<file path="src/rtl/tked_pkg.sv">
// types and constants for the terminal key escape decoder
// no dependencies; imported by terminal_key_escape_decoder
package tked_pkg;

    localparam int TimeoutWidth = 20;
    localparam logic [TimeoutWidth-1:0] TimeoutReset = 20'd1000;
    localparam logic [TimeoutWidth-1:0] WaitMax = {TimeoutWidth{1'b1}};

    localparam logic [7:0] ByteEsc     = 8'h1b;
    localparam logic [7:0] ByteBracket = 8'h5b;
    localparam logic [7:0] ByteTilde   = 8'h7e;
    localparam logic [7:0] ByteUp      = 8'h41;
    localparam logic [7:0] ByteDown    = 8'h42;
    localparam logic [7:0] ByteRight   = 8'h43;
    localparam logic [7:0] ByteLeft    = 8'h44;
    localparam logic [7:0] ByteEnd     = 8'h46;
    localparam logic [7:0] ByteHome    = 8'h48;
    localparam logic [7:0] ByteDigit3  = 8'h33;
    localparam logic [7:0] ByteDigit5  = 8'h35;
    localparam logic [7:0] ByteDigit6  = 8'h36;
    localparam logic [7:0] ByteDigit7  = 8'h37;
    localparam logic [7:0] ByteDigit8  = 8'h38;

    localparam logic OpByte = 1'b0;
    localparam logic OpTick = 1'b1;

    typedef enum logic [3:0] {
        KEY_PLAIN  = 4'd0,
        KEY_ESC    = 4'd1,
        KEY_DELETE = 4'd2,
        KEY_UP     = 4'd3,
        KEY_DOWN   = 4'd4,
        KEY_RIGHT  = 4'd5,
        KEY_LEFT   = 4'd6,
        KEY_PGUP   = 4'd7,
        KEY_PGDOWN = 4'd8,
        KEY_HOME   = 4'd9,
        KEY_END    = 4'd10
    } key_kind_t;

    typedef enum logic [4:0] {
        ST_IDLE    = 5'b00001,
        ST_DISCARD = 5'b00010,
        ST_ESC     = 5'b00100,
        ST_BRACKET = 5'b01000,
        ST_TILDE   = 5'b10000
    } parse_state_t;

    typedef struct packed {
        logic      last;
        logic [7:0] key_byte;
        key_kind_t  key_kind;
    } result_t;

endpackage

</file>
<file path="src/rtl/terminal_key_escape_decoder.sv">
// terminal key escape decoder: bytes and ticks in, decoded keys out
// depends on tked_pkg for key codes, parse states and the result word
//
// channel   direction  handshake             payload
// s_axis    in         s_tvalid / s_tready   s_tdata[7:0] byte_value, s_tuser operation
// m_axis    out        m_tvalid / m_tready   m_tdata[7:0] key_byte, m_tuser[3:0] key_kind, m_tlast
// cfg       in         cfg_valid / cfg_ready cfg_data[19:0] escape_timeout
//
// one word is decoded in the cycle it is accepted and its zero, one or two keys land
// in a two-entry result register; keys leave one a cycle while m_tready is high
// a new word is taken while the result register is empty or its last key is leaving, so
// one-key words flow at one a cycle while m_tready is high and a two-key word holds the next
// reset clears parse state, wait counter and result count; timeout returns to 1000
// a stall on m_axis holds the result register and, once it holds a key, s_tready
module terminal_key_escape_decoder
    import tked_pkg::*;
(
    input  logic        clk,
    input  logic        rst_n,
    input  logic        s_tvalid,
    output logic        s_tready,
    input  logic [7:0]  s_tdata,   // [7:0] byte_value
    input  logic        s_tuser,   // [0] operation
    output logic        m_tvalid,
    input  logic        m_tready,
    output logic [7:0]  m_tdata,   // [7:0] key_byte
    output logic [3:0]  m_tuser,   // [3:0] key_kind
    output logic        m_tlast,
    input  logic        cfg_valid,
    output logic        cfg_ready,
    input  logic [19:0] cfg_data   // [19:0] escape_timeout
);

    logic [TimeoutWidth-1:0] timeout_reg;
    logic [TimeoutWidth-1:0] wait_reg, wait_next;
    parse_state_t            state_reg, state_next, state_settled;
    key_kind_t               pend_reg, pend_next;
    result_t                 q0_reg, q1_reg;
    logic [1:0]              count_reg;

    logic      in_acc, out_acc, expired;
    logic      esc_settle;
    logic [1:0] h_n, r_n;
    result_t   h0, h1, r0, r1;

    assign cfg_ready = 1'b1;
    assign out_acc   = m_tvalid && m_tready;
    assign s_tready  = (count_reg == 2'd0) || ((count_reg == 2'd1) && m_tready);
    assign in_acc    = s_tvalid && s_tready;

    assign m_tvalid = count_reg != 2'd0;
    assign m_tdata  = q0_reg.key_byte;
    assign m_tuser  = q0_reg.key_kind;
    assign m_tlast  = q0_reg.last;

    // an expired wait is settled before the word itself
    assign expired = ((state_reg == ST_ESC) || (state_reg == ST_DISCARD))
                     && (wait_reg >= timeout_reg);
    assign esc_settle    = expired && (state_reg == ST_ESC);
    assign state_settled = expired ? ST_IDLE : state_reg;

    always_comb
    begin
        state_next = state_settled;
        pend_next  = pend_reg;
        wait_next  = wait_reg;
        h_n        = 2'd0;
        h0         = '{last: 1'b0, key_byte: 8'd0, key_kind: KEY_PLAIN};
        h1         = '{last: 1'b0, key_byte: 8'd0, key_kind: KEY_PLAIN};
        if (s_tuser == OpTick)
        begin
            if (wait_reg != WaitMax)
            begin
                wait_next = wait_reg + 1'b1;
            end
        end
        else
        begin
            unique case (state_settled)
                ST_DISCARD:
                begin
                end
                ST_ESC:
                begin
                    if (s_tdata == ByteBracket)
                    begin
                        state_next = ST_BRACKET;
                    end
                    else
                    begin
                        // lone esc, then the byte is taken again from idle
                        h0.key_kind = KEY_ESC;
                        h_n         = 2'd1;
                        state_next  = ST_IDLE;
                        if (s_tdata == ByteEsc)
                        begin
                            state_next = ST_ESC;
                            wait_next  = '0;
                        end
                        else
                        begin
                            h1.key_kind = KEY_PLAIN;
                            h1.key_byte = s_tdata;
                            h_n         = 2'd2;
                        end
                    end
                end
                ST_BRACKET:
                begin
                    state_next = ST_IDLE;
                    h_n        = 2'd1;
                    unique case (s_tdata)
                        ByteUp:     h0.key_kind = KEY_UP;
                        ByteDown:   h0.key_kind = KEY_DOWN;
                        ByteRight:  h0.key_kind = KEY_RIGHT;
                        ByteLeft:   h0.key_kind = KEY_LEFT;
                        ByteEnd:    h0.key_kind = KEY_END;
                        ByteHome:   h0.key_kind = KEY_HOME;
                        ByteDigit3: begin state_next = ST_TILDE; pend_next = KEY_DELETE; h_n = 2'd0; end
                        ByteDigit5: begin state_next = ST_TILDE; pend_next = KEY_PGUP;   h_n = 2'd0; end
                        ByteDigit6: begin state_next = ST_TILDE; pend_next = KEY_PGDOWN; h_n = 2'd0; end
                        ByteDigit7: begin state_next = ST_TILDE; pend_next = KEY_HOME;   h_n = 2'd0; end
                        ByteDigit8: begin state_next = ST_TILDE; pend_next = KEY_END;    h_n = 2'd0; end
                        default:
                        begin
                            state_next = ST_DISCARD;
                            wait_next  = '0;
                            h_n        = 2'd0;
                        end
                    endcase
                end
                ST_TILDE:
                begin
                    if (s_tdata == ByteTilde)
                    begin
                        state_next  = ST_IDLE;
                        h0.key_kind = pend_reg;
                        h_n         = 2'd1;
                    end
                    else
                    begin
                        state_next = ST_DISCARD;
                        wait_next  = '0;
                    end
                end
                default:
                begin
                    if (s_tdata == ByteEsc)
                    begin
                        state_next = ST_ESC;
                        wait_next  = '0;
                    end
                    else
                    begin
                        state_next  = ST_IDLE;
                        h0.key_kind = KEY_PLAIN;
                        h0.key_byte = s_tdata;
                        h_n         = 2'd1;
                    end
                end
            endcase
        end
    end

    // merge the settled esc ahead of the word's own keys and mark the final one
    always_comb
    begin
        if (esc_settle)
        begin
            r0 = '{last: 1'b0, key_byte: 8'd0, key_kind: KEY_ESC};
            r1 = h0;
            r_n = h_n + 2'd1;
        end
        else
        begin
            r0  = h0;
            r1  = h1;
            r_n = h_n;
        end
        r0.last = r_n == 2'd1;
        r1.last = r_n == 2'd2;
    end

    always_ff @(posedge clk or negedge rst_n)
    begin
        if (!rst_n)
        begin
            timeout_reg <= TimeoutReset;
            state_reg   <= ST_IDLE;
            pend_reg    <= KEY_PLAIN;
            wait_reg    <= '0;
            count_reg   <= 2'd0;
        end
        else
        begin
            if (cfg_valid && cfg_ready)
            begin
                timeout_reg <= cfg_data;
            end
            if (in_acc)
            begin
                state_reg <= state_next;
                pend_reg  <= pend_next;
                wait_reg  <= wait_next;
                count_reg <= r_n;
            end
            else if (out_acc)
            begin
                count_reg <= count_reg - 2'd1;
            end
        end
    end

    // result register holds no reset: count_reg qualifies it
    always_ff @(posedge clk)
    begin
        if (in_acc)
        begin
            q0_reg <= r0;
            q1_reg <= r1;
        end
        else if (out_acc)
        begin
            q0_reg <= q1_reg;
        end
    end

    a_count_range: assert property (@(posedge clk) disable iff (!rst_n)
        count_reg != 2'd3)
        else $error("result count out of range");

    a_pair_order: assert property (@(posedge clk) disable iff (!rst_n)
        (count_reg == 2'd2) |-> (!q0_reg.last && q1_reg.last))
        else $error("two held keys not from one word");

    a_full_stalls: assert property (@(posedge clk) disable iff (!rst_n)
        (count_reg == 2'd2) |-> !s_tready)
        else $error("word taken with full result register");

    a_wait_hold: assert property (@(posedge clk) disable iff (!rst_n)
        !in_acc |=> $stable(wait_reg))
        else $error("wait counter moved without a word");

endmodule
</file>
<file path="config.mk">
export PLATFORM = sky130hd
export DESIGN_NAME = terminal_key_escape_decoder
export DESIGN_NICKNAME = d
export VERILOG_FILES = /design/src/rtl/tked_pkg.sv /design/src/rtl/terminal_key_escape_decoder.sv
export SDC_FILE = /design/constraint.sdc
export NUM_CORES = 1
export LEC_CHECK = 0
export BUFFER_PORTS_ARGS = -buffer_cell sky130_fd_sc_hd__buf_2
export CAP_MARGIN = 40
export CORE_UTILIZATION = 45
export DETAILED_ROUTE_END_ITERATION = 16
export PLACE_DENSITY = 0.74
export REMOVE_ABC_BUFFERS = 1
export SLEW_MARGIN = 20
export SYNTH_ARGS = -nofsm -noshare
export SYNTH_HDL_FRONTEND = slang
export SYNTH_SLANG_ARGS = --single-unit
</file>
<file path="constraint.sdc">
create_clock -name clk -period 4.6 [get_ports clk]
set_input_delay 0.23 -clock clk [delete_from_list [all_inputs] [get_ports clk]]
set_output_delay 0.23 -clock clk [all_outputs]
set_load 0.1 [all_outputs]
</file>
Word-level counts from Yosys, hierarchy flattened
Cells that the tools add are included.

storage, ports and cells
  register bits after elaboration = 77
  bits in latches = 0
  memory bits (writable) = 0
  memory bits (read-only) = 0
  input bits = 34
  output and inout bits = 16
  logic and storage cells = 101
  memories kept = 0

operators by class
  add/sub/neg operators = 3
  multipliers = 0
  div/mod/pow operators = 0
  magnitude comparators = 1
  equal/unequal tests = 29
  shift-type cells = 0
  mux-type cells = 39
  bitwise gates (word level) = 1
  reductions and logical operators = 17

operators with widths
  operator                 count
  $mux W20                 6
  $mux W12                 7
  $pmux W20 S4             1
  $eq A8 B7 Y1 const B     8
  $eq A8 B6 Y1 const B     5
  $mux W13                 2
  $pmux W4 S6              1
  $add A20 B1 Y20 const B  1
  $ge A20 B20 Y1           1
  $ne A20 B20 Y1 const B   1
  $pmux W4 S5              1
  $pmux W5 S4              1
  $pmux W4 S4              1
  $mux W2                  7
  $reduce_or A11 Y1        1
  $eq A5 B2 Y1 const B     2
  $eq A5 B3 Y1 const B     2
  $mux W5                  2
  $pmux W5 S2              1
  $ne A3 B3 Y1 const B     3
  $eq A8 B5 Y1 const B     1
  $mux W4                  2
  $mux W8                  1
  $pmux W2 S4              1
  other kinds (21)         31

Logic depth before layout (Yosys ltp)
  depth in word-level cells = 11
  mapped depth = 12
  depth with buffers taken out = 10

Worst setup path after synthesis
No wires, ideal clock.

  path type = flip-flop to flip-flop
  start point = register count_reg[0]
  end point = register wait_reg[6]
  setup time = 0.119 ns
  arrival time = 3.825 ns
  required time = 4.481 ns
  slack = 0.657 ns
  cell stages (with the launch flop) = 13
  buffers on the path = 2
  period minus slack after synthesis = 3.943 ns
  path through = dfrtp_1 > inv_1 > ha_1 > inv_1 > nand2_1 > nand2_1 > clkinv_1 > o31ai_2 > a211o_1 > buf_6 > buf_4 > nor3_1 > o21a_1

between the ends
  longest elaborated chain between the ends = 5
  elaborated cells between the ends (all ways) = 6
  classes of those cells = 1 x eq/ne; 5 x reduce/logical

RTL lines
  item                             RTL line                            text
  from (decl)                      terminal_key_escape_decoder.sv:39   logic [1:0] count_reg;
  from (signal assigned)           terminal_key_escape_decoder.sv:205  count_reg <= r_n;
  from (signal assigned)           terminal_key_escape_decoder.sv:209  count_reg <= count_reg - 2'd1;
  $eq A2 B1 Y1                     terminal_key_escape_decoder.sv:48   assign s_tready = (count_reg == 2'd0) || ((count_reg == 2'd1) && m_tready);
  $logic_and A1 B1 Y1              terminal_key_escape_decoder.sv:48
  $logic_or A1 B1 Y1 (*)           terminal_key_escape_decoder.sv:48
  via s_tready                     terminal_key_escape_decoder.sv:21   output logic s_tready,
  $logic_and A1 B1 Y1 (*)          terminal_key_escape_decoder.sv:49   assign in_acc = s_tvalid && s_tready;
  via in_acc                       terminal_key_escape_decoder.sv:41   logic in_acc, out_acc, expired;
  $reduce_and A6 Y1 (no line) (*)  n/a
  to (signal assigned)             terminal_key_escape_decoder.sv:204  wait_reg <= wait_next;
  to (decl)                        terminal_key_escape_decoder.sv:35   logic [TimeoutWidth-1:0] wait_reg, wait_next;

Mark *: on every way through the listed nets, which the timed path passes. The rest lies on a longest branch.
A chain may end at the register's enable or synchronous reset.

Final worst setup path
  start point = register wait_reg[14]
  end point = register q0_reg (netlist bit m_tdata[1]), data pin

between the ends
  longest elaborated chain between the ends = 9
  elaborated cells between the ends (all ways) = 13
  classes of those cells = 1 x order compare; 4 x eq/ne; 5 x mux; 3 x reduce/logical

RTL lines
  item                                        RTL line                            text
  $ge A20 B20 Y1 (*)                          terminal_key_escape_decoder.sv:58   && (wait_reg >= timeout_reg);
  $logic_and A1 B1 Y1 (*)                     terminal_key_escape_decoder.sv:58
  $mux W5                                     terminal_key_escape_decoder.sv:60   assign state_settled = expired ? ST_IDLE : state_reg;
  $eq A5 B5 Y1, or another cell as far along  terminal_key_escape_decoder.sv:79   unique case (state_settled)
  $reduce_or A4 Y1 (no line)                  n/a
  $mux W8                                     terminal_key_escape_decoder.sv:79
  $mux W12                                    terminal_key_escape_decoder.sv:70   if (s_tuser == OpTick)
  $mux W12 (*)                                terminal_key_escape_decoder.sv:168  if (esc_settle)
  $mux W13 (*)                                terminal_key_escape_decoder.sv:217  if (in_acc)
  to (signal assigned)                        terminal_key_escape_decoder.sv:219  q0_reg <= r0;
  to (signal assigned)                        terminal_key_escape_decoder.sv:224  q0_reg <= q1_reg;
  to (decl)                                   terminal_key_escape_decoder.sv:38   result_t q0_reg, q1_reg;

Mark *: on every way between the ends. The rest lies on a longest branch, timed or not.

==> results.txt <==
----------------------------------------------------
[Power]
  Power Density ... between 400 and 500 nW/um^2
  Largest voltage drop on the vdd net ... 0.000302 V
  Total power ... 2.16 mW
  Leak pwr ... 2.11 nW

[Floorplan]
  Row count ... 35
  Top Ports ... 50
  Floorplan die area ... between 10000 and 15000 um^2
  Die height ... 100 um
  Core area ... around 9300 um^2
  Die boundary width ... 100 um
  Starting utilization of the core area ... a little under half

[Finish]
  Footprint of the multi-input gates ... 2050 um^2
  Share of the core filled with cells in the final layout ... 52.4%
  Net count, final ... roughly 550
  Relative area change from synthesis to final layout ... 12.6%
  Layout cell share with drive strength beyond 1 ... 16.3%
  Register cell area after layout ... 2070 um^2
  Final-layout fill cell count ... 865
  Antenna Cells ... 0
  Final cell count without fillers ... around 630
  Fin area ... roughly 4900 um^2

[STA]
  Share of the clock period used by the worst path after layout ... 68.0%
  Fmax ... 0.319 GHz
  Worst setup slack after layout ... 1.47 ns
  Unrepaired setup endpoints after global routing ... no
  Final slew viol count ... 0
  Least-Margin Pin Slew ... around 0.77 ns
  Clock skew after layout ... 0.0133 ns
  Max-Slew Margin vs Limit ... 48.2%
  Finish-stage setup viols ... 0
  Setup_tns ... 0 ns
  Number of hold violations in the final report ... 32
  Final min period ... 3.13 ns
  Final hold slack ... -0.0163 ns

[Place]
  Dpl ws ... 1.49 ns
  HPWL reported at the end of detailed placement ... 6420 um
  Routability congestion estimate from global placement ... 0.855
  Area after DPL ... 4660 um^2
  Placed cell count ... 614
  Number of port buffers ... 48

[Clock network]
  H-tree depth reported by CTS ... 3
  Clock latency of the later-clocked register in the worst-skew pair ... roughly 0.36 ns
  Number of buffers inserted during clock tree synthesis ... 9
  TritonCTS clock tree ... done
  Buffer type at the clock tree root ... clkbuf_8
  Clock-pin slew on the worst setup and hold paths ... 0.09 ns
  Clock Tree Buf Depth ... 2
  Resized cells post-CTS ... 0
  Count of buffers added by post-CTS timing repair for setup ... 0
  CTS Hold Bufs ... 0
  CTS Sinks ... 77

[Critical path]
  CP Data Arrival Time ... about 3.4 ns
  Critical path launch point ... wait_reg[14]$_DFFE_PN0P_
  Data required, critical path ... 4.83 ns
  Type of element capturing the critical path ... register
  Max Fanout on Critical Path ... 6
  Crit Path Category ... reg2reg
  Reg-to-reg startpoint ... wait_reg[14]$_DFFE_PN0P_
  Setup crit start kind ... register

[GRT]
  Initial antenna violation count ... 0
  Via count of the first global-routing pass ... 3262
  Maximum number of pins on one net before global-route repair ... 52
  First-pass GRT wire length ... 15200 um
  Congestion Overflow GR ... 0
  Overall track demand over capacity in global routing ... 19.1%

[Run status]
  Violated checks ... negative hold slack
  Result of the run ... finished, violations left

[Logic synthesis]
  Cell taking the most area after synthesis ... dfrtp_1
  Count of flip-flops with a built-in enable after synthesis ... 26
  Average footprint of a synthesized cell ... 9.63 um^2
  Cells after Synth ... 449
  Post-Synthesis Cell Area ... 4320 um^2
  Largest cells by area after synthesis ... dfrtp_1 (25%), edfxtp_1 (18%), ha_1 (6.7%), nand2_1 (5.1%), dfstp_2 (4.3%)
  Primary flip-flop cell chosen by synthesis mapping ... dfrtp_1
  Number of distinct standard cells referenced by the synthesized netlist ... 64
  Share of the synthesized area in the top cell type ... between 20% and 30%
  Count of warnings emitted by yosys ... 0
  Post-synthesis sequential area ratio ... a little under half
  Async set-or-reset flop fraction in the synthesized netlist ... 66.2%
  Flip-flop and latch count after synthesis ... 77

[Detailed routing]
  Number of violations reported at the end of detailed-routing iteration 0 ... 274
  Post-detailed-route wirelength per cell ... 14.5 um
  First-pass iteration count of the detailed router ... 5
  Detailed-route wire length ... 9150 um
  Overall via count from detail_route ... 3545
  Total DRC errors in the routed layout ... 0
  Mean number of vias per cell ... 5.62
  Residual antenna-violating net count after detailed routing ... 0

[Job]
  Max-Cap Viols ... 0

[Min path]
  Worst Hold Class ... in2async

----------------------------------------------------
==> power by group <==
group | switching [mW] | total [mW] | internal (mW)
Sequential | 0.0519 | 0.896 | 0.844
Clock | 0.251 | 0.498 | 0.247
Combinational | 0.596 | 0.765 | 0.169
Total | 0.899 | 2.16 | 1.26
==> kinds of logic (layout without fill, tap and decap cells) <==
group                    count (synthesis)  in the layout  synth area share (%)
AND/OR/NAND/NOR                        163            163                  20.1
AO/OA/AOI/OAI                          128            128                  18.8
flip-flops                              77             77                  47.8
buffers and inverters                   50            100                  5.04
adder cells (fa/ha/maj)                 24             24                  6.92
multiplexers                             5              5                  1.22
other                                    2              5                 0.174
==> worst paths after layout <==
| path | to | slack (ns) | cells after the start |
|---|---|---|---|
| setup / recovery | m_tdata[1]$_DFFE_PP_ | 1.47 | 7 |
| hold / removal | pend_reg[3]$_DFFE_PN0P_ | -0.02 | 2 |
| setup reg to reg | m_tdata[1]$_DFFE_PP_ | 1.47 | 7 |
| hold reg to reg | pend_reg[0]$_DFFE_PN0P_ | 0.50 | 2 |
| max in group asynchronous | wait_reg[18]$_DFFE_PN0P_ | 4.19 | 2 |
| min in group clk | timeout_reg[13]$_DFFE_PN0P_ | 0.08 | 3 |
==> cell type report <==
cell class	count	share of cell area, %
inverters	32	2.47
clock buffers	9	2.55
well taps	129	3.32
repair buffers	52	5.71
multi-input cells	325	42.1
flip-flops and latches	77	42.5
clock inverters	7	1.36
==> cells in the final DEF, fill, tap and decap left out, types with 3 or more instances in the layout <==
cell type   n
nor2_1     22
buf_4       3
or4_1       9
clkbuf_8    9
buf_2      48
inv_1      31
a211oi_1    5
o31ai_1    11
nand2_1    59
a21oi_1    36
mux2i_1     3
nand3_1    12
nand2b_1    3
conb_1      5
a21boi_0    3
nor3_1      9
dfrtp_1    44
and2_1      5
clkinv_1    3
a22o_1      8
edfxtp_1   26
dfstp_2     7
or3_1       6
o21ai_0    36
o21ai_1     4
and3_1      9
nand4_1     6
o211ai_1    4
o21a_1      4
ha_1       23
==> synthesized netlist by cell type, types with 3 or more instances <==
library cell  number
nor3_1             9
o21ai_1            4
o21ai_0           36
nand3_1           12
nand2_1           59
or3_1              6
ha_1              23
nand4_1            6
dfrtp_1           44
and3_1             9
edfxtp_1          26
a21oi_1           36
a211oi_1           5
o31ai_1           11
o211ai_1           4
dfstp_2            7
a22o_1             8
buf_4              3
inv_1             31
buf_2              3
nand2b_1           3
nor2_1            22
o21a_1             4
clkbuf_1           9
or4_1              9
and2_1             5
a21boi_0           3
mux2i_1            3
==> layer usage <==
| metal | track usage, % | vias up | part of all wire [%] |
|---|---|---|---|
| met1 | 26.8 | 1682 | 46 |
| met4 | 8.03 | 0 | 2.1 |
| met5 | 0 | - | 0 |
| met3 | 2.72 | 17 | 5.1 |
| met2 | 30.0 | 108 | 46 |
| li1 | - | 1738 | - |
==> critical path, stage by stage (launching register included) <==
cell and delay [ns]:
dfrtp_1 0.44, ha_1 0.31, nand4_1 0.16, or4_1 0.59, o211ai_1 0.43, nor2_1 0.17, nor4_1 0.67, a22o_1 0.23
Power figures use the tool's default switching activity.
